`src/pfa_pkg.sv`:
```
// Package for the partition fit allocator: sizes, field widths, payload structs,
// command and fit-mode codes and the sequencer state type.
// No dependencies; every other file of the block imports it.
`timescale 1ns / 1ps

package pfa_pkg;

	localparam int PART_COUNT = 16;
	localparam int SIZE_BITS  = 16;
	localparam int PIDX_W     = (PART_COUNT > 1) ? $clog2(PART_COUNT) : 1;

	localparam int CMD_W   = 2;
	localparam int INDEX_W = 4;
	localparam int AMT_W   = 16;
	localparam int MODE_W  = 2;

	localparam logic [CMD_W-1:0] CMD_LOAD    = 2'd0;
	localparam logic [CMD_W-1:0] CMD_ALLOC   = 2'd1;
	localparam logic [CMD_W-1:0] CMD_RESTORE = 2'd2;

	localparam logic [MODE_W-1:0] FIT_FIRST = 2'd0;
	localparam logic [MODE_W-1:0] FIT_NEXT  = 2'd1;
	localparam logic [MODE_W-1:0] FIT_BEST  = 2'd2;

	typedef struct packed {
		logic [CMD_W-1:0]   cmd;
		logic [INDEX_W-1:0] part_index;
		logic [AMT_W-1:0]   amount;
	} in_item_t;

	typedef struct packed {
		logic               granted;
		logic [INDEX_W-1:0] chosen_part;
		logic [AMT_W-1:0]   left_after;
	} out_item_t;

	typedef enum logic [1:0] {
		KIND_LOAD,
		KIND_ALLOC,
		KIND_RESTORE,
		KIND_NONE
	} cmd_kind_t;

	// A classified request as it waits between the front and the back.
	typedef struct packed {
		cmd_kind_t              kind;
		logic                   idx_ok;
		logic [PIDX_W-1:0]      idx;
		logic [SIZE_BITS-1:0]   amount;
	} cmd_entry_t;

	typedef enum logic [1:0] {
		ST_IDLE,
		ST_SCAN,
		ST_RESTORE,
		ST_REPLY
	} seq_state_t;

endpackage

```
`src/pfa_front.sv`:
```
// Front of the partition fit allocator: accepts requests, decodes the command
// and holds them in a two-entry queue for the back. Depends on pfa_pkg.
`timescale 1ns / 1ps

module pfa_front (
	input  logic               clk,
	input  logic               arst_n,
	input  logic               push,
	output logic               full,
	input  pfa_pkg::in_item_t  item,
	output logic               q_valid,
	output pfa_pkg::cmd_entry_t q_entry,
	input  logic               q_take
);
	import pfa_pkg::*;

	cmd_entry_t entry_q [2];
	logic       wr_ptr_q;
	logic       rd_ptr_q;
	logic [1:0] count_q;
	cmd_entry_t decoded;
	logic       do_push;
	logic       do_pop;

	always_comb begin
		case (item.cmd)
			CMD_LOAD:    decoded.kind = KIND_LOAD;
			CMD_ALLOC:   decoded.kind = KIND_ALLOC;
			CMD_RESTORE: decoded.kind = KIND_RESTORE;
			default:     decoded.kind = KIND_NONE;
		endcase
		decoded.idx_ok = (32'(item.part_index) < PART_COUNT);
		decoded.idx    = PIDX_W'(item.part_index);
		decoded.amount = SIZE_BITS'(item.amount);
	end

	assign full    = (count_q == 2'd2);
	assign q_valid = (count_q != 2'd0);
	assign q_entry = entry_q[rd_ptr_q];
	assign do_push = push && !full;
	assign do_pop  = q_take && q_valid;

	always_ff @(posedge clk) begin
		if (do_push) begin
			entry_q[wr_ptr_q] <= decoded;
		end
	end

	always_ff @(posedge clk or negedge arst_n) begin
		if (!arst_n) begin
			wr_ptr_q <= 1'b0;
			rd_ptr_q <= 1'b0;
			count_q  <= 2'd0;
		end else begin
			if (do_push) begin
				wr_ptr_q <= !wr_ptr_q;
			end
			if (do_pop) begin
				rd_ptr_q <= !rd_ptr_q;
			end
			case ({do_push, do_pop})
				2'b10:   count_q <= count_q + 2'd1;
				2'b01:   count_q <= count_q - 2'd1;
				default: count_q <= count_q;
			endcase
		end
	end

endmodule

```
`src/pfa_back.sv`:
```
// Back of the partition fit allocator: holds the partition table, scans it one
// partition per cycle for a fit, sweeps it for a restore and keeps the result
// register. Depends on pfa_pkg.
`timescale 1ns / 1ps

module pfa_back (
	input  logic                clk,
	input  logic                arst_n,
	input  logic                q_valid,
	input  pfa_pkg::cmd_entry_t q_entry,
	output logic                q_take,
	input  logic                cfg_valid,
	output logic                cfg_ready,
	input  logic [pfa_pkg::MODE_W-1:0] cfg_data,
	output logic                empty,
	input  logic                pop,
	output pfa_pkg::out_item_t  result
);
	import pfa_pkg::*;

	seq_state_t           state_q;
	seq_state_t           state_d;
	logic [MODE_W-1:0]    fit_mode_q;
	logic [SIZE_BITS-1:0] orig_q [PART_COUNT];
	logic [SIZE_BITS-1:0] rem_q  [PART_COUNT];
	logic [PIDX_W-1:0]    next_start_q;
	logic [PIDX_W-1:0]    cnt_q;
	logic [SIZE_BITS-1:0] need_q;
	logic                 found_q;
	logic [PIDX_W-1:0]    best_idx_q;
	logic [SIZE_BITS-1:0] best_val_q;
	out_item_t            res_q;
	out_item_t            out_q;
	logic                 out_valid_q;

	logic                 best_mode;
	logic [PIDX_W-1:0]    scan_base;
	logic [PIDX_W:0]      scan_sum;
	logic [PIDX_W-1:0]    k;
	logic [SIZE_BITS-1:0] rem_k;
	logic                 hit;
	logic                 is_last;
	logic                 better;
	logic                 fin_found;
	logic [PIDX_W-1:0]    fin_idx;
	logic [SIZE_BITS-1:0] fin_val;
	logic [SIZE_BITS-1:0] left;
	logic                 scan_done;
	logic [PIDX_W-1:0]    k_next;
	logic                 reply_fire;

	assign cfg_ready = 1'b1;
	assign empty     = !out_valid_q;
	assign result    = out_q;

	// Scan position: next fit starts from the saved pointer and wraps round.
	always_comb begin
		best_mode = (fit_mode_q == FIT_BEST);
		scan_base = (fit_mode_q == FIT_NEXT) ? next_start_q : '0;
		scan_sum  = {1'b0, scan_base} + {1'b0, cnt_q};
		if (scan_sum >= (PIDX_W+1)'(PART_COUNT)) begin
			k = PIDX_W'(scan_sum - (PIDX_W+1)'(PART_COUNT));
		end else begin
			k = PIDX_W'(scan_sum);
		end
		rem_k   = rem_q[k];
		hit     = (rem_k >= need_q);
		is_last = (cnt_q == PIDX_W'(PART_COUNT - 1));
		better  = hit && (!found_q || (rem_k < best_val_q));
		if (best_mode) begin
			fin_found = found_q || hit;
			fin_idx   = better ? k : best_idx_q;
			fin_val   = better ? rem_k : best_val_q;
			scan_done = is_last;
		end else begin
			fin_found = hit;
			fin_idx   = k;
			fin_val   = rem_k;
			scan_done = hit || is_last;
		end
		left   = fin_val - need_q;
		k_next = (k == PIDX_W'(PART_COUNT - 1)) ? '0 : k + PIDX_W'(1);
	end

	always_comb begin
		state_d = state_q;
		case (state_q)
			ST_IDLE: begin
				if (q_valid) begin
					case (q_entry.kind)
						KIND_ALLOC:   state_d = ST_SCAN;
						KIND_RESTORE: state_d = ST_RESTORE;
						default:      state_d = ST_REPLY;
					endcase
				end
			end
			ST_SCAN: begin
				if (scan_done) begin
					state_d = ST_REPLY;
				end
			end
			ST_RESTORE: begin
				if (is_last) begin
					state_d = ST_REPLY;
				end
			end
			ST_REPLY: begin
				if (!out_valid_q || pop) begin
					state_d = ST_IDLE;
				end
			end
			default: state_d = ST_IDLE;
		endcase
	end

	always_comb begin
		q_take     = (state_q == ST_IDLE) && q_valid;
		reply_fire = (state_q == ST_REPLY) && (!out_valid_q || pop);
	end

	always_ff @(posedge clk) begin
		if (q_take) begin
			need_q <= q_entry.amount;
		end
		if (state_q == ST_SCAN && best_mode && better) begin
			best_idx_q <= k;
			best_val_q <= rem_k;
		end
		if (reply_fire) begin
			out_q <= res_q;
		end
	end

	always_ff @(posedge clk or negedge arst_n) begin
		if (!arst_n) begin
			state_q      <= ST_IDLE;
			fit_mode_q   <= FIT_FIRST;
			next_start_q <= '0;
			cnt_q        <= '0;
			found_q      <= 1'b0;
			out_valid_q  <= 1'b0;
			res_q        <= '0;
			for (int i = 0; i < PART_COUNT; i++) begin
				orig_q[i] <= '0;
				rem_q[i]  <= '0;
			end
		end else begin
			state_q <= state_d;
			if (cfg_valid && cfg_ready) begin
				fit_mode_q <= cfg_data;
			end
			case (state_q)
				ST_IDLE: begin
					if (q_take) begin
						cnt_q   <= '0;
						found_q <= 1'b0;
						res_q   <= '0;
						if (q_entry.kind == KIND_LOAD && q_entry.idx_ok) begin
							orig_q[q_entry.idx] <= q_entry.amount;
							rem_q[q_entry.idx]  <= q_entry.amount;
						end
					end
				end
				ST_SCAN: begin
					cnt_q <= cnt_q + PIDX_W'(1);
					if (best_mode && better) begin
						found_q <= 1'b1;
					end
					if (scan_done && fin_found) begin
						rem_q[fin_idx]    <= left;
						res_q.granted     <= 1'b1;
						res_q.chosen_part <= INDEX_W'(fin_idx);
						res_q.left_after  <= AMT_W'(left);
						if (fit_mode_q == FIT_NEXT) begin
							next_start_q <= k_next;
						end
					end
				end
				ST_RESTORE: begin
					rem_q[cnt_q] <= orig_q[cnt_q];
					cnt_q        <= cnt_q + PIDX_W'(1);
					if (is_last) begin
						next_start_q <= '0;
					end
				end
				default: begin
				end
			endcase
			if (reply_fire) begin
				out_valid_q <= 1'b1;
			end else if (pop) begin
				out_valid_q <= 1'b0;
			end
		end
	end

endmodule

```
`src/partition_fit_allocator.sv`:
```
// Top level of the partition fit allocator: joins the request front to the
// table sequencer at the back. Depends on pfa_pkg, pfa_front and pfa_back.
//
//  Channel   Signals                      Moves
//  request   push, full, item             command, part_index, amount
//  result    empty, pop, result           granted, chosen_part, left_after
//  config    cfg_valid, cfg_ready, cfg_data   fit_mode
//
// A load or an unused command goes from idle straight to the reply state;
// an allocation scans one partition per cycle, at most the whole table;
// a restore sweeps the whole table.
// Reset clears the table, the next-fit pointer and the fit mode at once.
// Two requests queue at the front while the back is busy or its result waits.
`timescale 1ns / 1ps

module partition_fit_allocator (
	input  logic                       clk,
	input  logic                       arst_n,
	input  logic                       push,
	output logic                       full,
	input  pfa_pkg::in_item_t          item,
	output logic                       empty,
	input  logic                       pop,
	output pfa_pkg::out_item_t         result,
	input  logic                       cfg_valid,
	output logic                       cfg_ready,
	input  logic [pfa_pkg::MODE_W-1:0] cfg_data
);
	import pfa_pkg::*;

	logic       q_valid;
	logic       q_take;
	cmd_entry_t q_entry;

	pfa_front u_front (
		.clk     (clk),
		.arst_n  (arst_n),
		.push    (push),
		.full    (full),
		.item    (item),
		.q_valid (q_valid),
		.q_entry (q_entry),
		.q_take  (q_take)
	);

	pfa_back u_back (
		.clk       (clk),
		.arst_n    (arst_n),
		.q_valid   (q_valid),
		.q_entry   (q_entry),
		.q_take    (q_take),
		.cfg_valid (cfg_valid),
		.cfg_ready (cfg_ready),
		.cfg_data  (cfg_data),
		.empty     (empty),
		.pop       (pop),
		.result    (result)
	);

endmodule

```
`config.mk`:
```
export PLATFORM = sky130hd
export DESIGN_NAME = partition_fit_allocator
export DESIGN_NICKNAME = d
export VERILOG_FILES = /design/src/pfa_pkg.sv /design/src/pfa_front.sv /design/src/pfa_back.sv /design/src/partition_fit_allocator.sv
export SDC_FILE = /design/constraint.sdc
export NUM_CORES = 2
export LEC_CHECK = 0
export BUFFER_PORTS_ARGS = -buffer_cell sky130_fd_sc_hd__clkbuf_2
export CAP_MARGIN = 20
export CORE_MARGIN = 5
export CORE_UTILIZATION = 35
export CTS_CLUSTER_SIZE = 20
export DETAILED_ROUTE_END_ITERATION = 8
export REMOVE_ABC_BUFFERS = 1
export SYNTH_ARGS = -nofsm -noshare
export SYNTH_HDL_FRONTEND = slang
export SYNTH_SLANG_ARGS = --single-unit
export TNS_END_PERCENT = 50
```
`constraint.sdc`:
```
create_clock -name clk -period 9.95 [get_ports clk]
set_clock_uncertainty 0.15 [all_clocks]
set_input_delay 1.99 -clock clk [delete_from_list [all_inputs] [get_ports clk]]
set_output_delay 1.99 -clock clk [all_outputs]
set_load 0.03 [all_outputs]
```
==> flow_summary.ini <==
[run_status]
outcome = finished, final reports clean

[job]
drv_cap = 0

[critical_path]
crit_path_max_incr_delay_ns = 1.10
path_buf_inv = 1
crit_fanout = 29
cp-start-kind = flip-flop
worstPathArrival_ns = 9.18
cpMaxStageDelayCell = fa_4
worst_setup_path_end_kind = flip-flop
critical_path_required_ns = 10.36
crit_type = reg -> reg
path_delay_family = compound AO/OA/AOI/OAI gates

[detailed_routing]
avgRoutedWirePerCell_um = 24.27
drc = 0
viasPerCell = 5.950
ant_nets = 0
drt-initial-drc-count = 3947
routed_wl_um = 146000
via_count = 35785
drtPass1Iterations = 6

[cts]
clk_latency_ns = 0.68
postCtsResizedCells = 0
ctsRootBufferMaster = clkbuf_16
numCtsBuffers = 76
cts_post_setup_buffers_inserted = 0
cts.clk_slew.worst_paths_ns = 0.06
htree_levels = 3
clockBufferDepth = 3
holdBufCountCts = 0
numClockSinks = 652
cts_tree = yes

[sta]
setup_viol = 0
max_slew.worst_pin.slew_ns = 1.159
min_period_ns = 8.772
maxSlewViolCount = 0
slew_headroom_pct = 22.52
grt_setup_unrepaired = no
final_hold_viol_count = 0
fmax_mhz = 114.0
whs_ns = 0.2999
period_share_pct = 88.16

[synthesis]
async_flop_share_pct = 84.51
synth_top_flop_cell = dfrtp_1
yosysSeqAreaShare_pct = 40.91
synth_top_area_cell = dfrtp_1
synthCells = 4556
synth_cell_types = 80
synth-edff-count = 101
syn_area_mm2 = 0.04111
yosys_warnings = 0
synth_area_per_cell_um2 = 9.024
synth_top_area_share_pct = 33.54
ys_ff_latch = 652
synth_area_leaders = dfrtp_1 (34%), nand2_1 (11%), edfxtp_1 (7.4%)

[die]
die_w_um = 352.7
placeableCoreArea_mm2 = 0.1164
rows = 125
die_y_um = 352.7
die_area_mm2 = 0.1244
io_pins = 53
initial_core_util_pct = 35.33

[finish]
n_fill_cell = 11509
multi_input_area_mm2 = 0.02245
fin_nets = 4521
area.growth.synth_to_final_pct = 10.76
final-seq-area_mm2 = 0.01683
final_layout_size_suffix_gt1_share_pct = 17.13
final_cells = 6014
finalInstanceArea_mm2 = 0.04554

[grt]
grt_pass1_vias = 33984
overflow = 0
grt_pass1_wl_um = 219800
gr-usage-all-layers_pct = 22.73
antenna_found_initial = 5
grt_max_degree = 150

[placement]
port_buffers = 51
place_inst = 5872
place_area_mm2 = 0.04302
dp.final_hpwl_um = 91870
gp_congestion = 0.9276

[worst_hold_path]
min_path_type = reg -> reg
-- layout make-up --
type	count	share of cell area (%)
inverters	85	0.7006
diodes	2	0.01099
clock buffers	107	4.652
multi-input cells	3403	49.30
repair buffers	211	3.440
well taps	1524	4.187
flip-flops and latches	652	36.96
clock inverters	30	0.7446
-- synthesized netlist by cell type (all sizes together) (3+ instances only) --
library cell / number
buf: 93
o21ba: 132
edfxtp: 101
and3: 27
and2: 12
or3: 19
nand2: 1213
or2: 3
o22ai: 4
a31oi: 88
o32ai: 7
a21o: 42
xnor2: 18
nor4: 22
o21a: 6
mux2i: 40
a211oi: 94
o31ai: 3
a21oi: 234
a22o: 12
o21ai: 525
mux2: 168
clkbuf: 323
xor2: 4
o2bb2ai: 8
ha: 61
a221o: 16
nor3: 30
o41a: 16
o221a: 36
nand2b: 13
nor2: 143
o221ai: 132
o41ai: 12
inv: 85
nand4: 6
nor2b: 13
nand3: 92
mux4: 129
dfrtp: 551
-- placed cells by master, fill, tap and decap left out, types with 11 or more instances in the layout --
master     instances
clkbuf_1          21
edfxtp_1         101
nand3_1           91
nand2b_1          12
nor3_2            18
buf_4            152
o21ba_2           64
or3_1             18
inv_1             83
nor3_1            12
nor2b_1           13
o41a_1            16
clkbuf_16         76
clkinv_2          11
a211oi_1          85
dfrtp_1          547
o21ai_0          501
a21oi_1          223
and3_1            27
o21ba_1           68
nor4_1            21
o221a_2           26
a221o_1           16
a31oi_1           88
a21o_1            32
mux2i_1           39
a22o_1            12
o221ai_1         132
xnor2_1           14
clkbuf_2          51
ha_1              58
nor2_1           137
mux2_2           130
and2_1            12
o21ai_1           20
mux4_2           129
nand2_1         1213
mux2_1            29
-- stage by stage --
| step | setup slack (ns) | util [%] | setup TNS (ns) |
|---|---|---|---|
| 2_1_floorplan | -8.111 | - | -1673.96 |
| 6_report | 1.178 | 39.13 | 0 |
| 4_1_cts | 1.382 | 39.08 | 0 |
| 3_3_place_gp | 1.515 | 36.97 | 0 |
| 5_1_grt | 0.6080 | 39.13 | 0 |
| 3_5_place_dp | 1.384 | 36.97 | 0 |
-- sequential cells by signal (all words and copies together), names as in the netlist, 2 cells and up --
register             cells
u_back.orig_q          256
u_back.rem_q           256
u_front.entry_q         44
u_back.res_q            21
u_back.result           21
u_back.best_val_q       16
u_back.need_q           16
u_back.best_idx_q        4
u_back.cnt_q             4
u_back.next_start_q      4
u_back.fit_mode_q        2
u_back.state_q           2
u_front.count_q          2
-- metal layers --
metal	up-vias	routed length, µm	global-route usage, %
met5	-	0	0
met4	0	7157	10.56
met3	346	12430	4.201
met2	1686	64470	34.90
met1	17587	61920	31.21
li1	16166	-	-
-- logic make-up (layout without fill, tap and decap cells) --
group / Yosys count / after routing / share of synthesized area, %
other: 1 / 3 / 0.009121
AO/OA/AOI/OAI: 1383 / 1383 / 23.06
adder cells (fa/ha/maj): 63 / 63 / 1.954
flip-flops: 652 / 652 / 40.91
multiplexers: 337 / 337 / 12.75
AND/OR/NAND/NOR: 1597 / 1597 / 15.73
buffers and inverters: 501 / 433 / 5.076
XOR/XNOR: 22 / 22 / 0.5052
-- path summary, 6_finish.rpt --
| path | endpoint | slack [ns] | depth (start not counted) | startpoint |
|---|---|---|---|---|
| worst max-delay path | u_back.rem_q[79] | 1.18 | 27 | u_back.fit_mode_q[0] |
| worst min-delay path | u_back.result[16] | 0.30 | 0 | u_back.res_q[16] |
| worst max register to register | u_back.rem_q[79] | 1.18 | 27 | u_back.fit_mode_q[0] |
| worst min register to register | u_back.result[16] | 0.30 | 0 | u_back.res_q[16] |
| max in group asynchronous | u_back.rem_q[128] | 6.67 | 3 | arst_n |
| min in group asynchronous | u_back.orig_q[133] | 1.18 | 1 | arst_n |
Power is not shown: default switching activity piles up to over one toggle a cycle in this logic, so the estimate is an artifact.
